`config.mk`:
```
export PLATFORM = sky130hd
export DESIGN_NAME = int_to_decimal_ascii
export DESIGN_NICKNAME = d
export VERILOG_FILES = /design/src/design/ida_pkg.sv /design/src/design/ida_front.sv /design/src/design/ida_queue.sv /design/src/design/ida_back.sv /design/src/design/int_to_decimal_ascii.sv
export VERILOG_INCLUDE_DIRS = /design/src /design/src/design
export SDC_FILE = /design/constraint.sdc
export NUM_CORES = 1
export LEC_CHECK = 0
export BUFFER_PORTS_ARGS = -buffer_cell sky130_fd_sc_hd__buf_2
export CORE_ASPECT_RATIO = 0.7
export CORE_MARGIN = 3
export CORE_UTILIZATION = 70
export CTS_BUF_LIST = sky130_fd_sc_hd__clkbuf_2
export CTS_CLUSTER_DIAMETER = 100
export DETAILED_ROUTE_END_ITERATION = 16
export HOLD_SLACK_MARGIN = 0.03
export PLACE_DENSITY = 0.88
export SLEW_MARGIN = 20
export SYNTH_ARGS = -nofsm -noshare
export SYNTH_HDL_FRONTEND = slang
export SYNTH_SLANG_ARGS = --single-unit
```
`constraint.sdc`:
```
create_clock -name clk -period 12.85 [get_ports clk]
set_input_delay 2.57 -clock clk [delete_from_list [all_inputs] [get_ports clk]]
set_output_delay 2.57 -clock clk [all_outputs]
set_load 0.005 [all_outputs]
```
`src/design/int_to_decimal_ascii_macros.svh`:
```
// Assertion macros for the back end, the only design file that includes them.
// With SYNTH defined the macros expand to nothing.
`ifndef INT_TO_DECIMAL_ASCII_MACROS_SVH
`define INT_TO_DECIMAL_ASCII_MACROS_SVH

`ifndef SYNTH

// Same-cycle implication, checked on the rising edge of clk outside reset.
`define IDA_ASSERT_NOW(label, ante, cons) \
    label: assert property (@(posedge clk) disable iff (!rst_n) (ante) |-> (cons)) \
        else $error("assertion failed");

// Next-cycle implication, checked on the rising edge of clk outside reset.
`define IDA_ASSERT_NEXT(label, ante, cons) \
    label: assert property (@(posedge clk) disable iff (!rst_n) (ante) |=> (cons)) \
        else $error("assertion failed");

`else

`define IDA_ASSERT_NOW(label, ante, cons)
`define IDA_ASSERT_NEXT(label, ante, cons)

`endif

`endif

```
`src/design/ida_pkg.sv`:
```
package ida_pkg;

    // Number of decimal digit slots; higher digits beyond this are dropped.
    localparam int MAX_DIGITS = 10;
    localparam int CNT_W      = $clog2(MAX_DIGITS + 1);
    localparam int IDX_W      = (MAX_DIGITS > 1) ? $clog2(MAX_DIGITS) : 1;

    localparam int Q_DEPTH = 2;
    localparam int Q_PTR_W = (Q_DEPTH > 1) ? $clog2(Q_DEPTH) : 1;
    localparam int Q_CNT_W = $clog2(Q_DEPTH + 1);

    // floor(m * RECIP10 / 2**RECIP_SHIFT) equals m / 10 for every 32-bit m.
    localparam logic [31:0] RECIP10     = 32'hCCCC_CCCD;
    localparam int          RECIP_SHIFT = 35;
    localparam int          QUOT_W      = 64 - RECIP_SHIFT;

    localparam logic [7:0] CHAR_ZERO  = 8'h30;
    localparam logic [7:0] CHAR_MINUS = 8'h2D;

    typedef struct packed {
        logic        neg;
        logic [31:0] mag;
    } ida_entry_t;

    typedef struct packed {
        logic       valid;
        ida_entry_t entry;
    } ida_qside_t;

endpackage

```
`src/design/ida_front.sv`:
```
module ida_front
    import ida_pkg::*;
(
    input  logic signed [31:0] value,
    output ida_entry_t         entry
);

    // The magnitude is formed as an unsigned value, so the most negative
    // number maps to 0x80000000 without overflow.
    always_comb
    begin
        entry.neg = value[31];
        entry.mag = value[31] ? (~value + 32'd1) : value;
    end

endmodule

```
`src/design/ida_queue.sv`:
```
module ida_queue
    import ida_pkg::*;
(
    input  logic       clk,
    input  logic       rst_n,
    input  logic       wr_en,
    input  ida_entry_t wr_entry,
    output logic       full,
    input  logic       rd_en,
    output ida_qside_t rd_side
);

    ida_entry_t         slots_reg [Q_DEPTH];
    logic [Q_PTR_W-1:0] wr_ptr_reg, wr_ptr_next;
    logic [Q_PTR_W-1:0] rd_ptr_reg, rd_ptr_next;
    logic [Q_CNT_W-1:0] cnt_reg, cnt_next;
    logic               do_wr, do_rd;

    assign full  = (cnt_reg == Q_CNT_W'(Q_DEPTH));
    assign do_wr = wr_en && !full;
    assign do_rd = rd_en && (cnt_reg != '0);

    assign rd_side.valid = (cnt_reg != '0);
    assign rd_side.entry = slots_reg[rd_ptr_reg];

    always_comb
    begin
        wr_ptr_next = wr_ptr_reg;
        rd_ptr_next = rd_ptr_reg;
        cnt_next    = cnt_reg;
        if (do_wr)
        begin
            wr_ptr_next = (wr_ptr_reg == Q_PTR_W'(Q_DEPTH - 1)) ? '0 : wr_ptr_reg + 1'b1;
        end
        if (do_rd)
        begin
            rd_ptr_next = (rd_ptr_reg == Q_PTR_W'(Q_DEPTH - 1)) ? '0 : rd_ptr_reg + 1'b1;
        end
        if (do_wr && !do_rd)
        begin
            cnt_next = cnt_reg + 1'b1;
        end
        else if (do_rd && !do_wr)
        begin
            cnt_next = cnt_reg - 1'b1;
        end
    end

    always_ff @(posedge clk or negedge rst_n)
    begin
        if (!rst_n)
        begin
            wr_ptr_reg <= '0;
            rd_ptr_reg <= '0;
            cnt_reg    <= '0;
        end
        else
        begin
            wr_ptr_reg <= wr_ptr_next;
            rd_ptr_reg <= rd_ptr_next;
            cnt_reg    <= cnt_next;
        end
    end

    always_ff @(posedge clk)
    begin
        if (do_wr)
        begin
            slots_reg[wr_ptr_reg] <= wr_entry;
        end
    end

endmodule

```
`src/design/ida_back.sv`:
```
`include "int_to_decimal_ascii_macros.svh"

module ida_back
    import ida_pkg::*;
(
    input  logic       clk,
    input  logic       rst_n,
    input  ida_qside_t q_side,
    output logic       q_pop,
    output logic [7:0] ascii_char,
    output logic       last,
    output logic       empty,
    input  logic       pop
);

    localparam logic [1:0] ST_IDLE = 2'd0;
    localparam logic [1:0] ST_MUL  = 2'd1;
    localparam logic [1:0] ST_SUB  = 2'd2;
    localparam logic [1:0] ST_EMIT = 2'd3;

    logic [1:0]        state_reg, state_next;
    logic [31:0]       mag_reg, mag_next;
    logic              neg_reg, neg_next;
    logic [63:0]       prod_reg, prod_next;
    logic [CNT_W-1:0]  cnt_reg, cnt_next;
    logic [IDX_W-1:0]  idx_reg, idx_next;
    logic              sign_pend_reg, sign_pend_next;
    logic [3:0]        digits_reg [MAX_DIGITS];
    logic              out_valid_reg, out_valid_next;
    logic [7:0]        char_reg, char_next;
    logic              last_reg, last_next;

    logic              out_free;
    logic              out_load;
    logic              dig_we;
    logic [QUOT_W-1:0] quotient;
    logic [31:0]       quot32;
    logic [31:0]       rem32;
    logic [3:0]        digit;
    logic [CNT_W-1:0]  cnt_inc;

    assign out_free = !out_valid_reg || pop;
    assign quotient = prod_reg[63:RECIP_SHIFT];
    assign quot32   = 32'(quotient);
    // Remainder is m - 10q, with 10q built from two shifts.
    assign rem32    = mag_reg - (quot32 << 3) - (quot32 << 1);
    assign digit    = rem32[3:0];
    assign cnt_inc  = cnt_reg + 1'b1;

    assign q_pop      = (state_reg == ST_IDLE) && q_side.valid;
    assign empty      = !out_valid_reg;
    assign ascii_char = char_reg;
    assign last       = last_reg;

    always_comb
    begin
        state_next     = state_reg;
        mag_next       = mag_reg;
        neg_next       = neg_reg;
        prod_next      = prod_reg;
        cnt_next       = cnt_reg;
        idx_next       = idx_reg;
        sign_pend_next = sign_pend_reg;
        char_next      = char_reg;
        last_next      = last_reg;
        out_load       = 1'b0;
        dig_we         = 1'b0;
        unique case (state_reg)
            ST_IDLE:
            begin
                if (q_side.valid)
                begin
                    mag_next   = q_side.entry.mag;
                    neg_next   = q_side.entry.neg;
                    cnt_next   = '0;
                    state_next = ST_MUL;
                end
            end
            ST_MUL:
            begin
                prod_next  = 64'(mag_reg) * 64'(RECIP10);
                state_next = ST_SUB;
            end
            ST_SUB:
            begin
                dig_we   = 1'b1;
                mag_next = quot32;
                cnt_next = cnt_inc;
                if ((quotient == '0) || (cnt_inc == CNT_W'(MAX_DIGITS)))
                begin
                    idx_next       = cnt_reg[IDX_W-1:0];
                    sign_pend_next = neg_reg;
                    state_next     = ST_EMIT;
                end
                else
                begin
                    state_next = ST_MUL;
                end
            end
            ST_EMIT:
            begin
                if (out_free)
                begin
                    out_load = 1'b1;
                    if (sign_pend_reg)
                    begin
                        char_next      = CHAR_MINUS;
                        last_next      = 1'b0;
                        sign_pend_next = 1'b0;
                    end
                    else
                    begin
                        char_next = CHAR_ZERO + {4'b0000, digits_reg[idx_reg]};
                        last_next = (idx_reg == '0);
                        if (idx_reg == '0)
                        begin
                            state_next = ST_IDLE;
                        end
                        else
                        begin
                            idx_next = idx_reg - 1'b1;
                        end
                    end
                end
            end
            default:
            begin
                state_next = ST_IDLE;
            end
        endcase

        if (out_load)
        begin
            out_valid_next = 1'b1;
        end
        else if (pop)
        begin
            out_valid_next = 1'b0;
        end
        else
        begin
            out_valid_next = out_valid_reg;
        end
    end

    always_ff @(posedge clk or negedge rst_n)
    begin
        if (!rst_n)
        begin
            state_reg     <= ST_IDLE;
            cnt_reg       <= '0;
            idx_reg       <= '0;
            sign_pend_reg <= 1'b0;
            out_valid_reg <= 1'b0;
            mag_reg       <= '0;
            neg_reg       <= 1'b0;
        end
        else
        begin
            state_reg     <= state_next;
            cnt_reg       <= cnt_next;
            idx_reg       <= idx_next;
            sign_pend_reg <= sign_pend_next;
            out_valid_reg <= out_valid_next;
            mag_reg       <= mag_next;
            neg_reg       <= neg_next;
        end
    end

    always_ff @(posedge clk)
    begin
        prod_reg  <= prod_next;
        char_reg  <= char_next;
        last_reg  <= last_next;
        if (dig_we)
        begin
            digits_reg[cnt_reg[IDX_W-1:0]] <= digit;
        end
    end

    // The digit count stays within the slots while characters are sent.
    `IDA_ASSERT_NOW(a_cnt_range, state_reg == ST_EMIT,
        (cnt_reg != '0) && (cnt_reg <= CNT_W'(MAX_DIGITS)))
    // Every character shown is a minus sign or a decimal digit.
    `IDA_ASSERT_NOW(a_char_legal, out_valid_reg,
        (char_reg == CHAR_MINUS) ||
        ((char_reg >= CHAR_ZERO) && (char_reg <= CHAR_ZERO + 8'd9)))
    // A fresh number starts its conversion right after it leaves the queue.
    `IDA_ASSERT_NEXT(a_pop_starts, q_pop, (state_reg == ST_MUL) && (cnt_reg == '0))
    // The minus sign is never flagged as the final character.
    `IDA_ASSERT_NOW(a_minus_not_last, out_valid_reg && (char_reg == CHAR_MINUS), !last_reg)

endmodule

```
`src/design/int_to_decimal_ascii.sv`:
```
// Channel   Direction  Handshake        Payload
// input     in         push / full      value[31:0] signed
// result    out        pop / empty      ascii_char[7:0], last
//
// A number leaves the queue in the idle state between numbers; each of
// its digits then takes a multiply by the reciprocal of ten, then the
// quotient and remainder step, and its text leaves one character per cycle
// while pop keeps up, with a minus sign first for a negative number.
// Reset is asynchronous and active low and empties the queue and the output.
// A stalled output holds its character, and full rises once both queue entries wait.

module int_to_decimal_ascii
    import ida_pkg::*;
(
    input  logic               clk,
    input  logic               rst_n,
    input  logic               push,
    output logic               full,
    input  logic signed [31:0] value,
    input  logic               pop,
    output logic               empty,
    output logic [7:0]         ascii_char,
    output logic               last
);

    // Sign and unsigned magnitude of the incoming number.
    ida_entry_t front_entry;

    // Head of the queue as seen by the back end, and its dequeue request.
    ida_qside_t q_side;
    logic       q_pop;

    // The front end classifies each number as it arrives.
    ida_front u_front (
        .value (value),
        .entry (front_entry)
    );

    // A short queue decouples accepting numbers from converting them.
    ida_queue u_queue (
        .clk      (clk),
        .rst_n    (rst_n),
        .wr_en    (push),
        .wr_entry (front_entry),
        .full     (full),
        .rd_en    (q_pop),
        .rd_side  (q_side)
    );

    // The back end extracts digits least significant first into its digit
    // store, then sends them most significant first through an output register.
    ida_back u_back (
        .clk        (clk),
        .rst_n      (rst_n),
        .q_side     (q_side),
        .q_pop      (q_pop),
        .ascii_char (ascii_char),
        .last       (last),
        .empty      (empty),
        .pop        (pop)
    );

endmodule

```
== Yosys cells after proc, flatten, opt, wreduce, memory -nomap -nowiden ==
Memory sizes are Yosys's and may differ from the RTL's.
Index checks and enable logic that the tools add are counted.
W data, S select, Z words.
Storage, ports and cells
  register bits: 122
  bits in writable memories: 106
  input port bits: 36
  word-level logic and storage cells: 95
  memories: 2
Cells by class
  add/sub/neg operators: 10
  $mul: 1
  equal/unequal tests: 11
  multiplexer cells: 32
  bitwise operators: 1
  reduce and logical (&&, ||, !) cells: 25
Memory list
  u_queue.slots_reg: depth 2, width 33, rd ports 1, clocked after memory_dff 0, wr ports 1, RTL line ida_queue.sv:13  | ida_entry_t slots_reg [Q_DEPTH];
  u_back.digits_reg: depth 10, width 4, rd ports 1, clocked after memory_dff 0, wr ports 1, RTL line ida_back.sv:28  | logic [3:0] digits_reg [MAX_DIGITS];
Operators by type and width (number)
  $mul A32 B32 Y64 const B: 1
  $mux W32: 2
  $pmux W32 S2: 1
  $add A32 B1 Y32 const B: 1
  $not A32 Y32: 1
  $logic_not A29 Y1: 1
  $mux W4: 5
  $pmux W4 S2: 2
  $mux W2: 7
  $mux W1: 13
  $reduce_bool A2 Y1: 5
  $ne A2 B1 Y1 const B: 4
  $pmux W2 S4: 1
  $sub A4 B4 Y4: 2
  $add A6 B4 Y7 const A: 1
  $eq A2 B2 Y1 const B: 3
  $reduce_and A2 Y1: 3
  $logic_and A1 B1 Y1: 5
  $reduce_and A5 Y1: 1
  $add A4 B1 Y4 const B: 1
  $eq A4 B4 Y1 const B: 1
  $logic_not A1 Y1: 4
  $logic_not A4 Y1: 1
  $ne A2 B2 Y1 const B: 2
  other kinds (10): 12

== Longest topological paths before layout ==
Gate-level depths: netlist (run 1).
  depth in word-level cells: 7
  gate-level depth with buffers: 27
  depth with buffers taken out: 26

== Modules after synthesis ==
From an unflattened synthesis (run 1), not the netlist that was laid out.
Second synthesis, totals
  cell total of the unflattened synthesis: 2290
  area total of the unflattened synthesis: 25266.7 µm²
By module, submodules not included
  ida_back: instances 1, cells each 2062, area each 21735.8 µm², sequential area each 3378.2 µm²
  ida_queue: instances 1, cells each 122, area each 2733.9 µm², sequential area each 2082.0 µm²
  ida_front: instances 1, cells each 106, area each 797.0 µm², sequential area each 0.0 µm²

== Least setup slack after synthesis (run 1) ==
Ideal clock, no wire load.
  kind: reg2reg
  from: register u_back.mag_reg[18]
  to: register u_back.prod_reg[63] (data pin)
  library setup time: 279 ps
  arrival time: 6853 ps
  data required time: 12571 ps
  setup slack: 5718 ps
  cell stages (with the launch flop): 25
  buffers on the path: 0
  period minus slack after synthesis: 7132 ps
  path through: dfrtp_1 ha_1 inv_1 fa_1 inv_1 fa_1 inv_1 fa_1 inv_1 fa_1 fa_1 fa_1 inv_1 fa_1 inv_1 ha_1 and4_1 and3_1 o21a_1 a311oi_1 a22o_1 a2111o_1 a2111oi_1 or2_1 o311ai_1
Between the ends
  longest elaborated chain between the ends: 1
Ends and longest elaborated chain
  from (decl): RTL line ida_back.sv:22  | logic [31:0] mag_reg, mag_next;
  from (signal assigned): RTL line ida_back.sv:165  | mag_reg <= mag_next;
  $mul A32 B32 Y64: RTL line ida_back.sv:81  | prod_next = 64'(mag_reg) * 64'(RECIP10);
  to (signal assigned): RTL line ida_back.sv:172  | prod_reg <= prod_next;
  to (decl): RTL line ida_back.sv:24  | logic [63:0] prod_reg, prod_next;
No other way between the ends.
A chain may end at the register's enable or synchronous reset.

== Worst setup path after layout (run 1) ==
  from: register u_back.mag_reg[19]
  to: register u_back.prod_reg[63] (data pin)
The elaborated chain is that of the path after synthesis.

==> out/results.ini, run 1 <==
[outcome]
status = finished, final reports clean

[sta]
relSlewSlack_pct = 24.22
min_period_ns = 8.740
tns_ns = 0
holdWs_ns = 0.5380
fin_crit_sh_pct = 68.02
fin_skew_ns = 0.07933
report.final.slew_viol_count = 0
final_hold_viol_count = 0
max_freq_mhz = 114.4
rsz0062_at_grt = false
worstMarginPinSlew_ns = 1.125
setup_violations = 0

[hold_path]
holdPathStages = 1
min_path_type = flop to flop

[final_layout]
largest_reg_flops = 66
finalNonFillerCells = 2719
drive_gt1_share_pct = 5.060
nets = 3020
syn2layout_area_growth_pct = 3.990

[placement]
io_buffers = 43
place_congestion = 1.117
dp_hpwl_mm = 59.38
dpl.cell_count = 2685

[cts]
cts_resized = 0
clock_latency_ns = 0.82
clk_pin_slew_worst_paths_ns = 0.37
cts_tree = yes
cts_setup_buffers = 0
clockRootBuffer = clkbuf_2
ctsHtreeMaxLevel = 4
max-clock-path-buffers = 2
numCtsBuffers = 17
cts_sinks = 190
holdBufCountCts = 0

[setup_path]
endpoint_kind = flop
crit_type = flop to flop
slowest_stage = o21ai_0
worstPathCellList = ha_1 > inv_1 > fa_1 > inv_1 > fa_1 > inv_1 > fa_1 > inv_1 > fa_1 > fa_1 > fa_1 > inv_1 > fa_1 > inv_1 > ha_1 > o21ai_0 > o21ai_0 > a311oi_1 > a22o_1 > a2111o_1 > a2111oi_1 > or2_1 > o311ai_1
crit_required_ns = 13.43
crit_fanout = 6
r2r_cells = 23
startpoint_type = flop
worstPathArrival_ns = 9.32
cp_common_cell = fa_1
critPathMaxStageDelay_ns = 0.87

[floorplan]
io_pins = 47
rows = 56
die-area_mm2 = 0.03753
fp.coreArea_mm2 = 0.03412
dieHeight_um = 163.0
die_x_um = 230.3
initial_core_util_pct = 72.22

[grt]
grtUsageTotal_pct = 38.64
antenna_found_initial = 2
grt_first_pass_wirelength_mm = 107.3
globalRoute.totalOverflow = 0
grt_max_degree = 50
first_global_vias = 18560

[route]
wirelength_mm = 69.16
drt-initial-drc-count = 2009
drtAntennaViolNets = 0
drc = 0
via_count = 17400
drt-pass1-iter-count = 6
wl_per_cell_um = 25.44
via_per_inst = 6.398

[synth]
synth_commonest_cells = inv_1 (525), fa_1 (386), ha_1 (358)
yosys_warnings = 0
ys_seq_area_share_pct = 22.16
synth_area_leaders = fa_1 (31%), ha_1 (18%), edfxtp_1 (17%)
ys.flop_type = edfxtp_1
yosysMostFrequentCell = inv_1
synthCells = 2218
avgSynthCellArea_um2 = 11.11
async_flop_share_pct = 25.79
synth_edf_count = 141
ys_ff_latch = 190
syn-cell-area_mm2 = 0.02464
synth_top_area_share_pct = 31.36
synthDistinctLibCells = 72
yosys.area.top_type = fa_1

[run]
max_cap_viol_count = 0

## path summary, 6_finish.rpt
path | from | slack (ns) | end
max | u_back.mag_reg[19] | 4.11 | u_back.prod_reg[63]
min | u_queue.wr_ptr_reg | 0.54 | u_queue.wr_ptr_reg
max reg2reg | u_back.mag_reg[19] | 4.11 | u_back.prod_reg[63]
min reg2reg | u_queue.wr_ptr_reg | 0.54 | u_queue.wr_ptr_reg
max in group asynchronous | rst_n | 10.54 | u_queue.rd_ptr_reg
min in group asynchronous | rst_n | 1.78 | u_back.cnt_reg[2]
## per-layer routing
metal  wire length [µm]  vias up  global-route usage [%]
li1                   -     7295                       -
met5                 27        -                       0
met3              12350      211                   19.32
met2              28040     1277                   54.13
met4               2434        4                   10.99
met1              26310     8608                   53.56
## cells by family after synthesis
group | synth area share [%]
compound gates | 7.021
xor+xnor | 3.909
fa+ha+maj | 49.53
buf+inv | 8.778
flops | 22.16
mux | 2.371
other cells | 0.03047
simple gates | 6.204
## final cells by class
class,count,area (µm²)
clock buffers,17,85.08
flip-flops and latches,190,5461
repair buffers,50,267.8
inverters,525,1971
well taps,464,580.6
diodes,2,5.005
multi-input cells,1456,17040
clock inverters,15,217.7
fillers,2215,8494
## cells in the final DEF (no fill, tap or decap), drive strengths merged, types with 4 or more instances in the layout
cell type / synthesis / layout
a211oi: 12 / 12
a21o: 30 / 30
a21oi: 60 / 60
a221o: 29 / 29
a31oi: 4 / 4
a41oi: 4 / 4
and2: 19 / 19
and3: 11 / 11
buf: 9 / 50
clkbuf: 39 / 17
clkinv: 0 / 6
dfrtp: 49 / 49
edfxtp: 141 / 141
fa: 386 / 386
ha: 358 / 358
inv: 525 / 534
mux2i: 37 / 37
mux4: 8 / 8
nand2: 85 / 85
nand2b: 10 / 10
nand3: 15 / 15
nand4: 18 / 18
nor2: 72 / 72
nor2b: 11 / 11
nor3: 17 / 17
nor3b: 5 / 5
nor4: 10 / 10
o2111ai: 4 / 4
o211ai: 4 / 4
o21a: 6 / 6
o21ai: 58 / 58
o21bai: 6 / 6
o31ai: 10 / 10
o41ai: 4 / 4
or2: 6 / 6
or3: 4 / 4
or4: 6 / 6
xnor2: 68 / 68
xor2: 42 / 42
## critical path, delay by kind of cell, from the launching register on
kind / cells / cell delay, ns
AO/OA/AOI/OAI: 7 / 2.89
adder cells (fa/ha/maj): 9 / 4.36
buffers and inverters: 6 / 0.43
flip-flops: 1 / 0.57
AND/OR/NAND/NOR: 1 / 0.27
## through the flow
stage / utilization, % / area (µm²) / setup WS (ns)
global placement: 74.18 / 25310 / 4.839
floorplan: - / 24650 / 5.718
detailed placement: 74.18 / 25310 / 4.516
global route: 75.09 / 25620 / 3.928
CTS: 75.07 / 25620 / 4.474
finish: 75.11 / 25630 / 4.110
Power of run 1 is left out: the tool's default activity adds up to more than one toggle a clock period on the data nets, which glitch-free logic cannot reach.
==> inputs of run 2 (changes only) <==
CORE_UTILIZATION = 67   (was 70)
PLACE_DENSITY = 0.84   (was 0.88)
clock period = 8.2 ns   (was 12.85 ns; I/O delays follow)
==> out/results.ini, run 2 (same netlist as run 1, synthesis figures left out) <==
[hold_path]
worstHoldEndpoint = u_queue.wr_ptr_reg
min_path_type = flop to flop
holdCritStartpoint = u_queue.wr_ptr_reg
holdPathStages = 1

[floorplan]
die-area_mm2 = 0.03916
rows = 58
dieHeight_um = 166.5
io_pins = 47
initial_core_util_pct = 68.33
fp.coreArea_mm2 = 0.03607
die_x_um = 235.2

[outcome]
status = finished, final reports clean

[cts]
ctsHtreeMaxLevel = 4
clockRootBuffer = clkbuf_2
clk_pin_slew_worst_paths_ns = 0.36
max-clock-path-buffers = 2
cts_tree = yes
holdBufCountCts = 0
numCtsBuffers = 17
cts_sinks = 190
clock_latency_ns = 0.82

[setup_path]
cp_common_cell = fa_1
startpoint_type = flop
worstPathArrival_ns = 8.68
endpoint_kind = flop
r2r_setup_slack_ns = 0.18
worstPathCellList = ha_1 > xor2_1 > ha_1 > or2_2 > fa_1 > fa_1 > fa_1 > fa_1 > fa_1 > inv_1 > fa_1 > inv_1 > ha_1 > and4_1 > and3_1 > o21a_1 > a311oi_1 > a22o_1 > a2111o_1 > a2111oi_2 > buf_4 > o2111ai_1 > o311ai_1
crit_type = flop to flop
crit_fanout = 7
slowest_stage = dfrtp_1
timing.rr.end = u_back.prod_reg[63]
critPathMaxStageDelay_ns = 0.72
crit_required_ns = 8.86
r2r_cells = 23
rr_startpoint = u_back.mag_reg[1]

[placement]
io_buffers = 43
dp_hpwl_mm = 59.00
dpl_worst_slack_ns = 0.3062
place_congestion = 1.070

[grt]
antenna_found_initial = 0
grtUsageTotal_pct = 35.82
grt_max_degree = 50
globalRoute.totalOverflow = 0
grt_first_pass_wirelength_mm = 105.3
first_global_vias = 18100

[final_layout]
final_cell_mix = inv_1 (525), fa_1 (386), ha_1 (358), edfxtp_1 (141), nand2_1 (85)
largest_reg_flops = 66
final_common_cell = inv_1
antennaDiodeCount = 0
nets = 3053
syn2layout_area_growth_pct = 5.057
fin_util_pct = 71.79
drive_gt1_share_pct = 6.605

[sta]
setup_violations = 0
fin_skew_ns = 0.08162
report.final.slew_viol_count = 0
worstMarginPinSlew_ns = 1.013
final_hold_viol_count = 0
min_period_ns = 8.020
relSlewSlack_pct = 32.50
tns_ns = 0
rsz0062_at_grt = false
holdWs_ns = 0.5347
max_freq_mhz = 124.7
layout_setup_ws_ns = 0.1797
fin_crit_sh_pct = 97.81

[route]
via_per_inst = 6.181
drt-pass1-iter-count = 6
via_count = 17100
drc = 0
wl_per_cell_um = 24.64
wirelength_mm = 68.16
drtAntennaViolNets = 0
drt-initial-drc-count = 1791

[run]
max_cap_viol_count = 0

run 2: changes by cell type in the layout (fill, tap and decap cells not counted), sizes merged:
| cell | before | now |
|---|---|---|
| clkinv | 6 | 8 |
| diode | 2 | 0 |
| inv | 534 | 532 |
| buf | 50 | 83 |
run 2: metal layers:
layer	global-route usage, %	up-vias	wire [µm]
li1	-	7351	-
met1	50.99	8444	26920
met2	49.79	1156	27440
met3	17.20	146	11790
met4	9.064	0	2000
met5	0	-	0
run 2: through the flow:
step           instance area (µm²)  cells
2_1_floorplan                24650   2219
4_1_cts                      25870   2766
5_1_grt                      25890   2766
3_3_place_gp                 25580   2734
3_5_place_dp                 25580   2734
6_report                     25890   2766
run 2: layout make-up:
type / instances / area (µm²)
clock buffer: 17 / 85.08
sequential: 190 / 5465
inverter: 525 / 1971
timing repair buffer: 83 / 515.5
clock inverter: 15 / 209.0
tap: 480 / 600.6
multi-input combinational: 1456 / 17050
fill: 2431 / 10180
run 2: what timing repair did:
item                                    in CTS  in global routing
buffers inserted                             0                  0
endpoints found under the setup margin       0                  3
gates resized for setup                      0                  4
run 2: worst max path at each step:
stage                        from                  end  slack (ns)  cells past startpoint
4_1_cts         u_back.mag_reg[2]  u_back.prod_reg[63]        0.25                     23
3_5_place_dp   u_back.mag_reg[17]  u_back.prod_reg[63]        0.31                     24
2_1_floorplan  u_back.mag_reg[18]  u_back.prod_reg[63]        1.07                     24
3_3_place_gp   u_back.mag_reg[22]  u_back.prod_reg[63]        0.47                     23
6_report        u_back.mag_reg[1]  u_back.prod_reg[63]        0.18                     23
5_1_grt        u_back.mag_reg[15]  u_back.prod_reg[62]        0.02                     23
run 2: worst max-delay path: cells and delay by family, from the launching register on:
kind / cells / cell delay, ns
fa+ha+maj: 9 / 3.89
compound gates: 7 / 1.68
simple gates: 3 / 1.06
flops: 1 / 0.72
buf+inv: 3 / 0.28
xor+xnor: 1 / 0.23
Power of run 2 is left out for the same reason.
